<file path="config.mk">
export PLATFORM = sky130hd
export DESIGN_NAME = plu_shade
export DESIGN_NICKNAME = d
export VERILOG_FILES = /design/src/hw/rtl/plu_pkg.sv /design/src/hw/rtl/plu_shade.sv
export SDC_FILE = /design/constraint.sdc
export NUM_CORES = 2
export LEC_CHECK = 0
export BUFFER_PORTS_ARGS = -buffer_cell sky130_fd_sc_hd__buf_4
export CORE_ASPECT_RATIO = 1.5
export CORE_MARGIN = 2
export CORE_UTILIZATION = 59
export DETAILED_ROUTE_END_ITERATION = 10
export HOLD_SLACK_MARGIN = 0.08
export PLACE_DENSITY = 0.8
export SLEW_MARGIN = 15
export SYNTH_ARGS = -nofsm -noshare
export SYNTH_HDL_FRONTEND = slang
export SYNTH_SLANG_ARGS = --single-unit
</file>
<file path="constraint.sdc">
create_clock -name clk -period 6.9 [get_ports clk]
set_clock_uncertainty 0.2 [all_clocks]
set_input_delay 0.345 -clock clk [delete_from_list [all_inputs] [get_ports clk]]
set_output_delay 0.345 -clock clk [all_outputs]
set_load 0.01 [all_outputs]
</file>
<file path="src/hw/rtl/plu_pkg.sv">
// Shared types, constants and helpers for the Phong lighting unit.
// No dependencies; every other RTL file but plu_intf imports this package.
`default_nettype none

package plu_pkg;

  localparam int unsigned FracBits = 14;
  localparam logic [15:0] OneQ14   = 16'd16384;
  localparam int unsigned DirRegs  = 2;
  localparam int unsigned ExpW     = 4;
  localparam int unsigned PowSteps = (1 << ExpW) - 1;
  localparam int unsigned CfgAddrW = 6;
  localparam int unsigned CfgDataW = 64;

  typedef enum logic [2:0] {
    REG_AMBIENT  = 3'd0,
    REG_DIFFUSE  = 3'd1,
    REG_SPECULAR = 3'd2,
    REG_EXPONENT = 3'd3,
    REG_LIGHT0   = 3'd4,
    REG_LIGHT1   = 3'd5,
    REG_ENABLES  = 3'd6
  } reg_idx_t;

  // index 0 = x / red, 1 = y / green, 2 = z / blue
  typedef logic [2:0][15:0] vec3_t;
  typedef logic [2:0][7:0]  color_t;

  typedef struct packed {
    logic [15:0]               ambient_gain;
    logic [15:0]               diffuse_gain;
    logic [15:0]               specular_gain;
    logic [ExpW-1:0]           spec_exp;
    logic [DirRegs-1:0][47:0]  light_dir;
    logic [DirRegs-1:0]        light_en;
  } cfg_t;

  localparam cfg_t CfgReset = '{
    ambient_gain:  16'd16384,
    diffuse_gain:  16'd4915,
    specular_gain: 16'd11469,
    spec_exp:      4'd3,
    light_dir:     {48'h0000_0000_4000, 48'h4000_0000_0000},
    light_en:      2'b11
  };

  function automatic logic [15:0] sat16(input logic [19:0] v);
    return (|v[19:16]) ? 16'hFFFF : v[15:0];
  endfunction

endpackage

`default_nettype wire

</file>
<file path="src/hw/rtl/plu_shade.sv">
// Shading back end: gain multiplies, per-light coefficient sum, channel
// multiply-accumulate and saturation into the output register. Depends on plu_pkg.
`default_nettype none

module plu_shade
  import plu_pkg::*;
#(
  parameter int unsigned NL = 2
)
(
  input  logic                clk,
  input  logic                rst_n,
  input  cfg_t                cfg,
  input  logic                in_valid,
  output logic                in_ready,
  input  logic [NL-1:0][15:0] dd,
  input  logic [NL-1:0][15:0] pw,
  input  color_t              base,
  output logic                out_valid,
  input  logic                out_ready,
  output color_t              rgb
);

  localparam int unsigned CoefW = 19 + $clog2(NL);
  localparam int unsigned AccW  = CoefW + 9;
  localparam int unsigned HiW   = AccW - FracBits;

  logic                vc_r, vd_r, ve_r, en_c, en_d, en_e;
  logic [31:0]         kdp_r [NL];
  logic [31:0]         ksp_r [NL];
  logic [31:0]         kdp_nxt [NL];
  logic [31:0]         ksp_nxt [NL];
  logic [2:0][23:0]    amb_c_r, amb_d_r, amb_nxt;
  color_t              base_c_r, base_d_r, rgb_r, rgb_nxt;
  logic [CoefW-1:0]    coef_r, coef_nxt;

  assign en_e     = !ve_r || out_ready;
  assign en_d     = !vd_r || en_e;
  assign en_c     = !vc_r || en_d;
  assign in_ready = en_c;

  always_comb begin
    for (int i = 0; i < NL; i++) begin
      kdp_nxt[i] = 32'(cfg.diffuse_gain) * 32'(dd[i]);
      ksp_nxt[i] = 32'(cfg.specular_gain) * 32'(pw[i]);
    end
    for (int c = 0; c < 3; c++) begin
      amb_nxt[c] = 24'(cfg.ambient_gain) * 24'(base[c]);
    end
  end

  always_comb begin
    coef_nxt = '0;
    for (int i = 0; i < NL; i++) begin
      if (cfg.light_en[i]) begin
        coef_nxt = coef_nxt + CoefW'(kdp_r[i][31:FracBits]) + CoefW'(ksp_r[i][31:FracBits]);
      end
    end
  end

  always_comb begin
    logic [AccW-1:0] acc;
    logic [HiW-1:0]  hi;
    for (int c = 0; c < 3; c++) begin
      acc = AccW'(amb_d_r[c]) + AccW'(coef_r) * AccW'(base_d_r[c]);
      hi  = acc[AccW-1:FracBits];
      rgb_nxt[c] = (|hi[HiW-1:8]) ? 8'hFF : hi[7:0];
    end
  end

  always_ff @(posedge clk) begin
    if (!rst_n) begin
      vc_r <= 1'b0;
      vd_r <= 1'b0;
      ve_r <= 1'b0;
    end else begin
      if (en_c) vc_r <= in_valid;
      if (en_d) vd_r <= vc_r;
      if (en_e) ve_r <= vd_r;
    end
  end

  always_ff @(posedge clk) begin
    if (en_c) begin
      kdp_r    <= kdp_nxt;
      ksp_r    <= ksp_nxt;
      amb_c_r  <= amb_nxt;
      base_c_r <= base;
    end
    if (en_d) begin
      coef_r   <= coef_nxt;
      amb_d_r  <= amb_c_r;
      base_d_r <= base_c_r;
    end
    if (en_e) begin
      rgb_r <= rgb_nxt;
    end
  end

  assign out_valid = ve_r;
  assign rgb       = rgb_r;

endmodule

`default_nettype wire

</file>
; After elaboration in Yosys (flattened, before gate mapping)
; Index checks and enable logic that the tools add are counted.
[word_totals]
ff_bits = 367
elab_cells = 50
[op_classes]
n_mul = 10
muxes = 2
reduce_logical = 9
add_sub_neg = 6
[ops]
columns = op, count
row1 = multiplier 16 x 16 -> 32 bit, 4
row2 = adder 24 x 28 -> 29 bit, 3
row3 = multiplier 20 x 8 -> 28 bit, 3
row4 = multiplier 16 x 8 -> 24 bit, 3
row5 = adder 20 x 18 -> 20 bit, 2
row6 = OR reduction 7 bit, 3
row7 = two-way mux 20 bit, 1
row8 = adder 18 x 18 -> 19 bit, 1
row9 = two-way mux 19 bit, 1
row10 = logical NOT 1 bit, 3
row11 = logical OR 1 bit, 3

; Longest topological paths before layout
[logic_depth]
word_depth = 5
mapped_depth = 26
mapped_depth_nobuf = 24

; Worst setup path after synthesis
; Ideal clock, no wire load.
[synth_path]
path_kind = flip-flop to flip-flop
startpoint = register ve_r, in the netlist out_valid
endpoint = register amb_c_r[0] (netlist bit) (enable)
required_ns = 4.868
n_path_buf = 0
stages_incl_launch_ff = 3
setup_time_ns = 1.832
setup_slack_ns = 0.398
arrival_ns = 4.470
path_cell_list = dfxtp_1 nor2b_1 nand3_1
[synth_via]
elab_chain_len = 4
[synth_rtl]
columns = item, line_no
row1 = start: declaration, plu_shade.sv:28  ; logic vc_r, vd_r, ve_r, en_c, en_d, en_e;
row2 = start signal: assignment, plu_shade.sv:79  ; if (en_e) ve_r <= vd_r;
row3 = logical NOT 1 bit, plu_shade.sv:37  ; assign en_e = !ve_r || out_ready;
row4 = logical OR 1 bit, plu_shade.sv:37
row5 = logical OR 1 bit, plu_shade.sv:38  ; assign en_d = !vd_r || en_e;
row6 = logical OR 1 bit, plu_shade.sv:39  ; assign en_c = !vc_r || en_d;
row7 = via in_ready, plu_shade.sv:15  ; output logic in_ready,
row8 = end signal: assignment, plu_shade.sv:87  ; amb_c_r <= amb_nxt;
row9 = end: declaration, plu_shade.sv:33  ; logic [2:0][23:0] amb_c_r, amb_d_r, amb_nxt;
; The timed path passes the listed nets, and every way through them passes these cells.
; A chain may end at the register's enable or synchronous reset.

; Worst setup path in the final report
[layout_path]
startpoint = register coef_r[12]
endpoint = register rgb_r (netlist bit rgb[11]) (data pin)
[layout_via]
elab_chain_len = 3
[layout_rtl]
columns = item, line_no
row1 = start: declaration, plu_shade.sv:35  ; logic [CoefW-1:0] coef_r, coef_nxt;
row2 = start signal: assignment, plu_shade.sv:91  ; coef_r <= coef_nxt;
row3 = multiplier 20 x 8 -> 28 bit (*), plu_shade.sv:65  ; acc = AccW'(amb_d_r[c]) + AccW'(coef_r) * AccW'(base_d_r[c]);
row4 = adder 24 x 28 -> 29 bit (*), plu_shade.sv:65
row5 = OR reduction 7 bit, plu_shade.sv:67  ; rgb_nxt[c] = (|hi[HiW-1:8]) ? 8'hFF : hi[7:0];
row6 = end signal: assignment, plu_shade.sv:96  ; rgb_r <= rgb_nxt;
row7 = end: declaration, plu_shade.sv:34  ; color_t base_c_r, base_d_r, rgb_r, rgb_nxt;
; Every way passes the cells marked *; elsewhere a longest branch is shown, timed or not.

==> impl_metrics.env <==
export IMPL_outcome="complete, no violations"
export IMPL_max_cap_violations=0
export IMPL_synth_area_top_cells="sky130_fd_sc_hd__fa_1, sky130_fd_sc_hd__edfxtp_1, sky130_fd_sc_hd__ha_1"
export IMPL_hold_slack_ns=0.211
export IMPL_final_antenna_net_count=0
export IMPL_drive_above_1_share_pct=5.32
export IMPL_crit_path_top_delay_cell="sky130_fd_sc_hd__edfxtp_1"
export IMPL_design_die_area_sq_mm=0.123
export IMPL_fp_coreArea_sq_mm=0.119
export IMPL_grt_setup_unrepaired="false"
export IMPL_gp_routability_congestion=0.953
export IMPL_path_class="flop to flop"
export IMPL_async_reset_ff_share_pct=0
export IMPL_synth_seq_area_share_pct=13.1
export IMPL_clk_pin_slew_worst_paths_ns=0.07
export IMPL_post_route_drc_count=0
export IMPL_timing_critical_path_arrival_ns=6.65
export IMPL_multiInputGateArea_sq_mm=0.0543
export IMPL_max_slew_worst_pin_slew_ns=1.07
export IMPL_cp_cell_sequence="nand2_1 -> fa_1 -> inv_1 -> fa_1 -> fa_1 -> inv_1 -> fa_1 -> inv_1 -> ha_1 -> a21o_1 -> a21oi_1 -> o22ai_1 -> o31ai_1 -> o21ba_2 -> o211ai_1 -> a221o_1 -> a2111oi_4 -> o21ai_0"
export IMPL_min_tclk_post_route_ns=6.55
export IMPL_die_y_extent_um=429
export IMPL_via_count=50600
export IMPL_report_final_setup_viol=0
export IMPL_dieWidth_um=287
export IMPL_port_buffer_count=167
export IMPL_final_seq_area_sq_mm=0.00931
export IMPL_critPathRequiredTime_ns=7.00
export IMPL_holdBufCountCts=31
export IMPL_clock_insertion_delay_worst_skew_ns=0.60
export IMPL_yosys_register_bits=311
export IMPL_clock_sinks=311
export IMPL_synth_top_cells_by_count="sky130_fd_sc_hd__inv_1, sky130_fd_sc_hd__fa_1, sky130_fd_sc_hd__nand2_1"
export IMPL_ys_types=78
export IMPL_design_final_nets=9843
export IMPL_dominantRegCellSynth="sky130_fd_sc_hd__edfxtp_1"
export IMPL_clock_tree_root_cell="sky130_fd_sc_hd__clkbuf_16"
export IMPL_cp_max_fo=13
export IMPL_synth_enable_flop_cells=308
export IMPL_worst_slew_margin_rel_pct=28.5
export IMPL_dr_pass1_iters=6
export IMPL_crit_top_cell="sky130_fd_sc_hd__fa_1"
export IMPL_grt_overflow_total=0
export IMPL_post_cts_buffers=0
export IMPL_tritoncts_clock_tree="yes"
export IMPL_global_route_wire_length_before_repair_um=280000
export IMPL_fillerInstances=9365
export IMPL_biggest_cell_delay_along_the_critical_path_ns=0.95
export IMPL_cts_resized_gates=0
export IMPL_post_synth_inst_count=7397
export IMPL_synth_warnings=0
export IMPL_max_freq_ghz=0.153
export IMPL_cts_buffers_inserted=31
export IMPL_yosys_cell_count_top_type="sky130_fd_sc_hd__inv_1"
export IMPL_drt_first_iter_violations=3084
export IMPL_synth_largest_area_cell="sky130_fd_sc_hd__fa_1"
export IMPL_end_kind="flop"
export IMPL_floorplan_initialDensity_pct=59.5
export IMPL_postSynthNetCount=9792
export IMPL_synth_top_area_share_pct=40.6
export IMPL_cts_max_level=1
export IMPL_max_transition_viols_final=0
export IMPL_critical_path_startpoint_type="flop"
export IMPL_grt_usage_pct=28.4
export IMPL_route_detailed_wl_per_inst_um=18.6
export IMPL_floorplan_rows=155
export IMPL_post_drt_via_cell_ratio=5.59
export IMPL_pin_count=268
export IMPL_cts_root_to_sink_buffers=3
export IMPL_post_synthesis_instance_area_sq_mm=0.0709
export IMPL_post_route_period_util_pct=94.9
export IMPL_place_hpwl_um=135000
export IMPL_avgSynthCellArea_sq_um=9.59
export IMPL_postRouteWirelength_um=168000
export IMPL_timing_hold_violations_final=0
export IMPL_via_count_of_the_first_global_routing_pass=56500
export IMPL_grt_antenna_before_repair=22
export IMPL_layout_stage_area_growth_over_the_synthesis_result_pct=6.32
export IMPL_hold_path_class="flop to flop"
export IMPL_grt_start_max_net_pins=145
[through the flow]
| step | setup TNS, ns | util, % | std cells | cell area [sq um] | setup slack, ns |
|---|---|---|---|---|---|
| floorplan | 0 | - | 7397 | 70900 | 0.398 |
| global placement | 0 | 62.2 | 8954 | 74000 | 0.0142 |
| detailed placement | -0.0783 | 62.2 | 8954 | 74000 | -0.0574 |
| CTS | 0 | 63.3 | 9038 | 75400 | 0.469 |
| global route | 0 | 63.3 | 9047 | 75400 | 0.137 |
| finish | 0 | 63.3 | 9049 | 75400 | 0.349 |
[worst max-delay path: cells and delay by family (launching register included)]
family          cells  cell delay, ns
compound gates      9            2.38
fa+ha+maj           5            2.36
buf+inv             3            0.16
flops               1            0.95
simple gates        1            0.19
[sequential cells by signal (all words and copies together), names as in the netlist]
name and cells:
rgb 24, amb_c_r 72, ksp_r 36, kdp_r 36, amb_d_r 72, vd_r 1
base_c_r 24, coef_r 20, base_d_r 24, out_valid 1, vc_r 1
[worst paths after layout]
| path | start | slack [ns] | cells past startpoint | to |
|---|---|---|---|---|
| min | amb_c_r[46]$_DFFE_PP_ | 0.21 | 0 | amb_d_r[46]$_DFFE_PP_ |
| max | coef_r[12]$_DFFE_PP_ | 0.35 | 18 | rgb[11]$_SDFFCE_PP1P_ |
| max reg2reg | coef_r[12]$_DFFE_PP_ | 0.35 | 18 | rgb[11]$_SDFFCE_PP1P_ |
| min reg2reg | amb_c_r[46]$_DFFE_PP_ | 0.21 | 0 | amb_d_r[46]$_DFFE_PP_ |
[area by class of cell]
type                            instances  area share (%)
Multi-Input combinational cell       5144            72.1
Sequential cell                       311            12.3
Inverter                             1628            8.11
Timing Repair Buffer                  332            3.49
Tap cell                             1570            2.61
Clock buffer                           33            1.04
Clock inverter                         20           0.305
Antenna cell                           11          0.0365
[routing by layer]
layer  vias up  GRT usage (%)  share of wire, %
met2      1872           50.6                51
met5         -              0             0.074
met4        22           15.5               6.3
li1      22400              -                 -
met3       594           3.14               6.0
met1     25700           33.4                36
[kinds of logic (layout without fill, tap and decap cells)]
family                     after synthesis  after routing  share of synthesized area [%]
adders and majority gates             2153           2153                           53.2
buffers and inverters                 1942           2013                           10.3
AOI/OAI and AO/OA                      493            493                           4.61
muxes                                   16             16                          0.247
and+or+nand+nor                       2304           2304                           16.3
DFF                                    311            311                           13.1
other                                    0             11                              0
xor gates and xnor gates               178            178                           2.20
[cells in the final DEF, fill, tap and decap left out, types with 7 or more instances in the layout]
cell and n:
sky130_fd_sc_hd__nor3_1 39, sky130_fd_sc_hd__and3_1 26, sky130_fd_sc_hd__dlygate4sd3_1 31, sky130_fd_sc_hd__and4_1 8
sky130_fd_sc_hd__nand2b_1 22, sky130_fd_sc_hd__or2_2 13, sky130_fd_sc_hd__nand4_1 15, sky130_fd_sc_hd__inv_1 1627
sky130_fd_sc_hd__a21oi_1 144, sky130_fd_sc_hd__o21a_1 31, sky130_fd_sc_hd__nor2_1 117, sky130_fd_sc_hd__a211oi_1 16
sky130_fd_sc_hd__nor2b_1 21, sky130_fd_sc_hd__o31ai_1 12, sky130_fd_sc_hd__diode_2 11, sky130_fd_sc_hd__nand3_1 41
sky130_fd_sc_hd__a21o_1 68, sky130_fd_sc_hd__or3_1 23, sky130_fd_sc_hd__nand2_1 1004, sky130_fd_sc_hd__clkbuf_16 31
sky130_fd_sc_hd__o21ai_0 88, sky130_fd_sc_hd__o211ai_1 15, sky130_fd_sc_hd__a31oi_1 14, sky130_fd_sc_hd__a21boi_0 7
sky130_fd_sc_hd__buf_4 296, sky130_fd_sc_hd__ha_1 716, sky130_fd_sc_hd__o21bai_1 22, sky130_fd_sc_hd__mux2_2 12
sky130_fd_sc_hd__xnor2_1 121, sky130_fd_sc_hd__and2_1 947, sky130_fd_sc_hd__fa_1 1437, sky130_fd_sc_hd__edfxtp_1 308
sky130_fd_sc_hd__xor2_1 57
Power is not shown: default switching activity piles up to over one toggle a cycle in this logic, so the estimate is an artifact.
