## config.mk

```make
export PLATFORM = sky130hd
export DESIGN_NAME = plu_cfg_regs
export DESIGN_NICKNAME = d
export VERILOG_FILES = /design/src/hw/rtl/plu_pkg.sv /design/src/hw/rtl/plu_cfg_regs.sv
export SDC_FILE = /design/constraint.sdc
export NUM_CORES = 1
export LEC_CHECK = 0
export BUFFER_PORTS_ARGS = -buffer_cell sky130_fd_sc_hd__buf_4
export CORE_ASPECT_RATIO = 0.7
export CORE_MARGIN = 2
export CORE_UTILIZATION = 52
export DETAILED_ROUTE_END_ITERATION = 10
export HOLD_SLACK_MARGIN = 0.05
export PLACE_DENSITY = 0.91
export SETUP_SLACK_MARGIN = 0.02
export SLEW_MARGIN = 10
export SYNTH_ARGS = -nofsm -noshare
export SYNTH_HDL_FRONTEND = slang
export SYNTH_SLANG_ARGS = --single-unit
```

## constraint.sdc

```tcl
create_clock -name clk -period 3.3 [get_ports clk]
set_input_delay 0.33 -clock clk [delete_from_list [all_inputs] [get_ports clk]]
set_output_delay 0.33 -clock clk [all_outputs]
set_load 0.03 [all_outputs]
```

## src/hw/rtl/plu_pkg.sv

```systemverilog
// Shared types, constants and helpers for the Phong lighting unit.
// No dependencies; every other RTL file but plu_intf imports this package.
`default_nettype none

package plu_pkg;

  localparam int unsigned FracBits = 14;
  localparam logic [15:0] OneQ14   = 16'd16384;
  localparam int unsigned DirRegs  = 2;
  localparam int unsigned ExpW     = 4;
  localparam int unsigned PowSteps = (1 << ExpW) - 1;
  localparam int unsigned CfgAddrW = 6;
  localparam int unsigned CfgDataW = 64;

  typedef enum logic [2:0] {
    REG_AMBIENT  = 3'd0,
    REG_DIFFUSE  = 3'd1,
    REG_SPECULAR = 3'd2,
    REG_EXPONENT = 3'd3,
    REG_LIGHT0   = 3'd4,
    REG_LIGHT1   = 3'd5,
    REG_ENABLES  = 3'd6
  } reg_idx_t;

  // index 0 = x / red, 1 = y / green, 2 = z / blue
  typedef logic [2:0][15:0] vec3_t;
  typedef logic [2:0][7:0]  color_t;

  typedef struct packed {
    logic [15:0]               ambient_gain;
    logic [15:0]               diffuse_gain;
    logic [15:0]               specular_gain;
    logic [ExpW-1:0]           spec_exp;
    logic [DirRegs-1:0][47:0]  light_dir;
    logic [DirRegs-1:0]        light_en;
  } cfg_t;

  localparam cfg_t CfgReset = '{
    ambient_gain:  16'd16384,
    diffuse_gain:  16'd4915,
    specular_gain: 16'd11469,
    spec_exp:      4'd3,
    light_dir:     {48'h0000_0000_4000, 48'h4000_0000_0000},
    light_en:      2'b11
  };

  function automatic logic [15:0] sat16(input logic [19:0] v);
    return (|v[19:16]) ? 16'hFFFF : v[15:0];
  endfunction

endpackage

`default_nettype wire

```

## src/hw/rtl/plu_cfg_regs.sv

```systemverilog
// APB register file holding gains, exponent, light directions and enables.
// Depends on plu_pkg.
`default_nettype none

module plu_cfg_regs
  import plu_pkg::*;
(
  input  logic                clk,
  input  logic                rst_n,
  input  logic                psel,
  input  logic                penable,
  input  logic                pwrite,
  input  logic [CfgAddrW-1:0] paddr,
  input  logic [CfgDataW-1:0] pwdata,
  output logic [CfgDataW-1:0] prdata,
  output logic                pready,
  output cfg_t                cfg
);

  cfg_t     cfg_r;
  reg_idx_t idx;
  logic     wr_en;

  assign idx    = reg_idx_t'(paddr[CfgAddrW-1:3]);
  assign wr_en  = psel && penable && pwrite;
  assign pready = 1'b1;
  assign cfg    = cfg_r;

  always_ff @(posedge clk) begin
    if (!rst_n) begin
      cfg_r <= CfgReset;
    end else if (wr_en) begin
      unique case (idx)
        REG_AMBIENT:  cfg_r.ambient_gain  <= pwdata[15:0];
        REG_DIFFUSE:  cfg_r.diffuse_gain  <= pwdata[15:0];
        REG_SPECULAR: cfg_r.specular_gain <= pwdata[15:0];
        REG_EXPONENT: cfg_r.spec_exp      <= pwdata[ExpW-1:0];
        REG_LIGHT0:   cfg_r.light_dir[0]  <= pwdata[47:0];
        REG_LIGHT1:   cfg_r.light_dir[1]  <= pwdata[47:0];
        REG_ENABLES:  cfg_r.light_en      <= pwdata[DirRegs-1:0];
        default: ;
      endcase
    end
  end

  always_comb begin
    unique case (idx)
      REG_AMBIENT:  prdata = CfgDataW'(cfg_r.ambient_gain);
      REG_DIFFUSE:  prdata = CfgDataW'(cfg_r.diffuse_gain);
      REG_SPECULAR: prdata = CfgDataW'(cfg_r.specular_gain);
      REG_EXPONENT: prdata = CfgDataW'(cfg_r.spec_exp);
      REG_LIGHT0:   prdata = CfgDataW'(cfg_r.light_dir[0]);
      REG_LIGHT1:   prdata = CfgDataW'(cfg_r.light_dir[1]);
      REG_ENABLES:  prdata = CfgDataW'(cfg_r.light_en);
      default:      prdata = '0;
    endcase
  end

endmodule

`default_nettype wire

```

Yosys cells after proc, flatten, opt, wreduce, memory -nomap -nowiden
Index checks and enable logic that the tools add are counted.
{"block": "classes", "n_reduce_logical": 10, "eq_ne": 6, "n_mux": 1}
{"operator": "48-bit case mux with 7 select lines", "count": 1}
{"operator": "2-bit AND reduction", "count": 7}
{"operator": "3-bit equality test (second input constant)", "count": 3}
{"operator": "3-bit by 2-bit equality test with 1-bit output (second input constant)", "count": 2}
{"operator": "3-bit by 1-bit equality test with 1-bit output (second input constant)", "count": 1}
{"operator": "3-bit logical NOT", "count": 1}
{"operator": "1-bit logical AND", "count": 2}
{"block": "totals", "output_inout_bits": 215, "inputBits": 75, "elab_cells": 24, "ff_bits": 150}

Depth between registers and ports, before layout
Gate-level depths: netlist of the first run.
{"block": "depth", "word_depth": 3, "depth_mapped": 7, "mapped_depth_nobuf": 3}

Least setup slack after synthesis of the first run
Ideal clock, no wire load.
{"block": "synth_path", "path_kind": "in2out", "from": "in paddr[3]", "to": "out prdata[10]", "arrival_ps": 1660, "stages": 5, "slack_ps": 1310, "required_ps": 2970, "n_path_buf": 2, "path_cell_list": "buf_6 > nor2_1 > clkbuf_1 > a22oi_1 > o22ai_1"}
{"block": "synth_between", "elab_chain_cells": 2, "word_cells_on_any_way": 8, "classes_between": "eq/ne: 6; mux: 1; reduce/logical: 1"}
{"item": "start, declared", "line": "plu_cfg_regs.sv:13", "text": "input logic [CfgAddrW-1:0] paddr,"}
{"item": "3-bit equality test, or another cell as far along", "line": "plu_cfg_regs.sv:47", "text": "unique case (idx)"}
{"item": "48-bit case mux with 7 select lines *", "line": "plu_cfg_regs.sv:47"}
{"item": "end, declared", "line": "plu_cfg_regs.sv:15", "text": "output logic [CfgDataW-1:0] prdata,"}
Mark *: on every way between the ends. The rest lies on a longest branch, timed or not.

Final worst setup path of the first run
{"block": "layout_path", "from": "in paddr[3]", "to": "out prdata[6]"}
Same word-level chain as after synthesis.

==> qor.txt, run 1 <==
outcome: complete, no violations
sequential share of power: 41.8%
dominant cells by area after synthesis: dfxtp_1 (43%), mux2i_1 (25%), nand2_1 (9.7%)
PwrDens: 464 nW/um^2
worst reg2reg setup slack: 2530 ps
total number of vias: 6155
Yosys top cell by area: dfxtp_1
number of remaining DRC errors: 0
Worst-Skew Late Latency: 390 ps
CP required: 2970 ps
Tmin final: 2180 ps
Core ar.: 13100 sq um
Seq/Total Area, Yosys: 43.1%
First DRT Iteration DRCs: 320
Die Y: 101 um
Ys Warns: 0
f_max: 458 MHz
Endpoint, Worst Hold: cfg[126]
Mean Syn Cell Area: 9.32 sq um
HPWL Detailed: 13.9 mm
CTS tree: built
final cell count without fillers: 1146
switch share: 23.0%
PostCTS Resize Cnt: 0
FILL cells: 981
Placer Congestion: 0.851
unrepaired setup endpoints after global routing: no
Post-synth EDFFs: 0
setup ws final: 1120 ps
area share of the largest cell type after synthesis: 43.1%
antenna violations before repair: 0
hold-critical path depth: 3
Die X: 142 um
first-pass GRT wire length: 30.3 mm
max-slew violations: 0
cell area after synthesis: 6970 sq um
pin count of the biggest net entering global routing: 98
Peak VDD IR: 350 uV
FFs w/ async S/R, synth: 0%
routed vias/inst: 5.37
initial core utilization: 53.0%
pre-CTS setup slack: 904 ps
Slew Limit Headroom: 28.0%
vias in the first global route: 5792
layout cells sized above 1: 32.6%
Setup Buffers After CTS: 0
register area: 3000 sq um
Setup Viol. Count Final: 0
Multi-input gate area: 3540 sq um
GRT Total Usage: 26.7%
Hold WC Path Type: input port to flop
PortBufs: 253
Worst Skew: 0 ps
slew of the pin with the lowest slew margin: 1080 ps
number of routed nets with antenna violations: 0
clock slew at reported path FFs: 60 ps
post-synth cell types: 30
# diodes: 0
Critical Path Start Type: input port
max cap viols: 0
power share of the clock group: 49.4%
routed wire length per instance: 17.2 um
fin crit share: 66.1%
fin nets: 1043
dpl cells: 1115
Setup TNS Final: 0 ps
IO Pins: 290
Congestion Overflow GR: 0
CP endpoint kind: output pin
worst r2r path cells: 2
routed wire length: 19.7 mm
Post-synth top cells: nand2_1 (180), mux2i_1 (175), dfxtp_1 (150)
total CTS buffers: 17
critical path class: input port to output pin
crit path DAT: 1850 ps
Die ar.: 14400 sq um
Clock Sinks: 150
Longest Clk Path Bufs: 2
number of synthesized register bits: 150
H-tree Lvls: 4
Comb pwr share: 8.8%
internal power: 3.38 mW
ys flop type: dfxtp_1
worst flop-to-flop path endpoint: cfg[112]
Final Hold Viols: 0
CP Max Fanout: 30
Hold Buf Count CTS: 0
DR pass1 iterations: 5
root buf cell: clkbuf_16
Psw: 1.01 mW
HP Start: pwdata[8]
Synth-to-Final Area Change: 36.1%
row count: 35
max reg flops: 150
Leak: 4.13 nW
worst reg2reg path startpoint: cfg[112]
Syn Inst Count: 747
top-count cell post-synth: nand2_1
-- how the worst max path moves through the flow --
stage                  start    endpoint  slack (ps)  cells past startpoint
floorplan           paddr[3]  prdata[10]        1310                      5
global placement    paddr[3]    cfg[140]         970                      4
detailed placement  paddr[3]    cfg[141]         900                      4
CTS                 paddr[3]   prdata[6]        1140                      6
global route        paddr[3]   prdata[6]        1050                      6
finish              paddr[3]   prdata[6]        1120                      6
-- cells by family after synthesis --
group / share of synthesized area, %
buf+inv: 6.99
other cells: 0.108
compound gates: 6.99
simple gates: 15.1
mux: 27.7
flops: 43.1
-- through the flow --
stage | area (sq um) | hold slack [ps] | utilization, % | power [mW]
2_1_floorplan | 7020 | 472 | - | 2.14
3_3_place_gp | 8820 | 458 | 67.2 | 2.26
3_5_place_dp | 8820 | 464 | 67.2 | 2.26
4_1_cts | 9480 | 182 | 72.2 | 4.41
5_1_grt | 9480 | 194 | 72.2 | 4.54
6_report | 9480 | 195 | 72.2 | 4.40
-- cells in the final DEF, fill, tap and decap left out, types with 12 or more instances in the layout --
cell type	Yosys	layout
a22oi_1	26	26
buf_4	22	261
clkbuf_16	0	17
conb_1	2	17
dfxtp_1	150	150
mux2_2	16	16
mux2i_1	175	175
nand2_1	180	180
nor2_1	34	33
nor2b_1	22	22
o22ai_1	12	12
-- critical path, stage by stage --
cell	delay [ps]
buf_4	260
nor2_1	460
buf_4	300
a22oi_1	110
o22ai_1	180
buf_4	190
-- routing by layer --
layer / wire [um] / share of wire, % / GRT usage, % / vias up
li1: - / - / - / 2969
met1: 8650 / 44 / 36.0 / 2905
met2: 9400 / 48 / 44.5 / 257
met3: 1430 / 7.3 / 6.08 / 24
met4: 189 / 0.96 / 5.41 / 0
met5: 0 / 0 / 0 / -
-- power by group through the flow --
stage | sequential [mW] | combinational (mW) | clock (mW)
3_5_place_dp | 1.88 | 0.384 | 0
3_3_place_gp | 1.88 | 0.380 | 0
4_1_cts | 1.84 | 0.386 | 2.19
2_1_floorplan | 1.90 | 0.234 | 0
5_1_grt | 1.84 | 0.415 | 2.29
6_report | 1.84 | 0.388 | 2.17
-- area by class of cell --
cell class | instances | area share [%]
Inverter | 11 | 0.435
Clock inverter | 12 | 2.37
Tap cell | 166 | 2.19
Clock buffer | 19 | 4.57
Sequential cell | 150 | 31.7
Multi-Input combinational cell | 523 | 37.4
Timing Repair Buffer | 265 | 21.4
(Power assumes the default switching activity.)
==> run 2: changes to the inputs <==
- ABC_AREA: not set -> 1
- CORE_UTILIZATION: 52 -> 49
- PLACE_DENSITY: 0.91 -> 0.85
- clock period: 3.3 -> 2.2 ns (I/O delays scaled with it)
==> run 2 against run 1 <==
Against the previous run:
- die area up 13%
- register-to-register slack worse by 980 ps
- worst setup slack worse by 750 ps
- clock skew is the same
- critical endpoint is now prdata[27]
- first-iteration DRC count is 87% higher
- combinational power rose by 97%
==> qor.txt, run 2 <==
CP Max Fanout: 35 (+17%)
antenna violations before repair: 0 (unchanged)
Leak: 4.88 nW (+18%)
Die Y: 107 um (+6.5%)
FILL cells: 1332 (+36%)
H-tree Lvls: 4 (unchanged)
clock slew at reported path FFs: 60 ps (about the same)
cell area after synthesis: 7480 sq um (+7.3%)
critical path class: input port to output pin
PortBufs: 253 (unchanged)
final cell count without fillers: 1594 (+39%)
number of routed nets with antenna violations: 0 (unchanged)
Congestion Overflow GR: 0 (unchanged)
FFs w/ async S/R, synth: 0% (unchanged)
Critical Path Start Type: input port
post-synthesis mux area share: 0% (-28 points)
Post-Synth Simple-Gate Area: 44.8% (+30 points)
DR pass1 iterations: 7 (+2)
Setup Viol. Count Final: 0 (unchanged)
GRT Total Usage: 27.6% (+0.86 points)
first-pass GRT wire length: 35.8 mm (+18%)
top-count cell post-synth: nand2_1
number of remaining DRC errors: 0 (unchanged)
main combinational cell family by area after synthesis: simple AND/OR/NAND/NOR gates
Hold Buf Count CTS: 14 (+14)
routed wire length: 23.1 mm (+17%)
max cap viols: 0 (unchanged)
pin count of the biggest net entering global routing: 94 (-4.1%)
Comb pwr share: 11.6% (+2.8 points)
First DRT Iteration DRCs: 598 (+87%)
outcome: complete, no violations
Seq/Total Area, Yosys: 40.2% (-3.0 points)
CP required: 1980 ps (-990 ps)
power share of the clock group: 46.1% (-3.3 points)
compound-cell area share of the yosys netlist: 2.48% (-4.5 points)
fin nets: 1461 (+40%)
Post-synth top cells: nand2_1 (326), nor2_1 (280), dfxtp_1 (150)
root buf cell: clkbuf_16
PostCTS Resize Cnt: 0 (unchanged)
Mean Syn Cell Area: 6.43 sq um (-31%)
total number of vias: 8169 (+33%)
Ys Warns: 0 (unchanged)
layout cells sized above 1: 22.9% (-9.7 points)
Post-synth EDFFs: 0 (unchanged)
crit path DAT: 1610 ps (-240 ps)
post-synthesis adder-cell area fraction: 0% (unchanged)
number of synthesized register bits: 150 (unchanged)
internal power: 4.85 mW (+43%)
Peak VDD IR: 522 uV (+49%)
Worst-Skew Late Latency: 410 ps (+20 ps)
total CTS buffers: 17 (unchanged)
Hold WC Path Type: input port to flop
Setup TNS Final: 0 ps (unchanged)
Core ar.: 14800 sq um (+13%)
Yosys top cell by area: dfxtp_1
Final Hold Viols: 0 (unchanged)
routed vias/inst: 5.12 (-4.6%)
IO Pins: 290 (unchanged)
Core Util, Final: 67.9% (-4.3 points)
CP max stage delay: 260 ps (-200 ps)
f_max: 547 MHz
dpl cells: 1548 (+39%)
area share of the largest cell type after synthesis: 40.2% (-3.0 points)
Die ar.: 16300 sq um (+13%)
post-synth cell types: 22 (-27%)
most frequent CP cell: buf_4
Placer Congestion: 0.856 (+0.58%)
most frequent cells in the layout: nand2_1 (326), nor2_1 (280), buf_4 (266)
CP cell instances: buf_4 > inv_4 > nand2_4 > nor2_8 > buf_12 > nand2_1 > o21ai_1 > buf_4
CTS tree: built
sequential share of power: 42.3% (+0.5 points)
max-slew violations: 0 (unchanged)
# diodes: 0 (unchanged)
PwrDens: 654 nW/um^2 (+41%)
max reg flops: 150 (unchanged)
row count: 37 (+5.7%)
Worst Skew: 0 ps (unchanged)
routed wire length per instance: 14.5 um (-16%)
Die X: 152 um (+6.5%)
ys flop type: dfxtp_1
Tmin final: 1830 ps
CP endpoint kind: output pin
initial core utilization: 50.5% (-2.5 points)
vias in the first global route: 7367 (+27%)
Clock Sinks: 150 (unchanged)
HPWL Detailed: 16.1 mm (+16%)
Setup Buffers After CTS: 0 (unchanged)
Slowest cell on crit path: nor2_8
Syn Inst Count: 1163 (+56%)
switch share: 26.4% (+3.3 points)
leading cell type in the layout, fill and taps excluded: nand2_1
fin crit share: 83.1%
dominant cells by area after synthesis: dfxtp_1 (40%), nand2_1 (16%), nor2_1 (14%)
Synth Area in XOR/XNOR: 0% (unchanged)
Psw: 1.74 mW (+71%)
Longest Clk Path Bufs: 2 (unchanged)
Synth-to-Final Area Change: 34.5%
unrepaired setup endpoints after global routing: no
run 2: cell count changes after synthesis, moves of 16 or more:
cell / change
a22oi_1: -26
clkbuf_1: -24
nor2b_1: -22
nand2_1: +146
mux2i_1: -175
o21ai_0: +16
inv_1: +73
nand4_1: +34
buf_2: +16
mux2_2: -16
nor2_1: +246
nand3_1: +135
run 2: cell families after synthesis:
kind of cell | Yosys count
buffers and inverters | 185
other | 2
AOI/OAI and AO/OA | 37
DFF | 150
and+or+nand+nor | 789
run 2: power groups by stage:
stage	sequential [mW]	combinational, mW	clock [mW]
after floorplan	2.90	0.444	0
after global placement	2.84	0.726	0
after detailed placement	2.84	0.737	0
after CTS	2.78	0.759	3.07
after global routing	2.79	0.830	3.19
final	2.78	0.765	3.04
run 2: critical path: cells and delay by family:
family / cells / cell delay, ps
AOI/OAI and AO/OA: 1 / 90
and+or+nand+nor: 3 / 450
buffers and inverters: 4 / 830
run 2: metal layers:
| metal | routed length [um] | up-vias | GRT usage, % |
|---|---|---|---|
| met5 | 0 | - | 0 |
| met4 | 537 | 0 | 9.66 |
| met3 | 2270 | 49 | 7.20 |
| met2 | 10600 | 389 | 44.7 |
| met1 | 9680 | 3724 | 35.6 |
| li1 | - | 4007 | - |
run 2: path summary, 6_finish.rpt:
kind / startpoint / endpoint / slack, ps / cells after the start
hold reg to reg: cfg[115] / cfg[115] / 490 / 2
setup reg to reg: cfg[148] / cfg[148] / 1550 / 2
setup / recovery: paddr[4] / prdata[27] / 370 / 8
hold / removal: pwdata[14] / cfg[64] / 70 / 3
run 2: per-stage QoR:
step	total power [mW]	cell area (sq um)	hold WS, ps	setup slack (ps)
floorplan	3.35	7530	346	614
global placement	3.57	9310	444	377
detailed placement	3.58	9310	448	318
CTS	6.61	10100	50.2	391
global route	6.81	10100	59.3	252
finish	6.58	10100	68.2	372
run 2: area by class of cell:
| type | instances | area [sq um] | area share (%) |
|---|---|---|---|
| clock buffer | 20 | 447 | 4.44 |
| clock inverter | 12 | 166 | 1.65 |
| inverter | 88 | 338 | 3.36 |
| multi-input combinational | 843 | 3600 | 35.8 |
| sequential | 150 | 3000 | 29.9 |
| tap | 195 | 244 | 2.43 |
| timing repair buffer | 286 | 2260 | 22.4 |
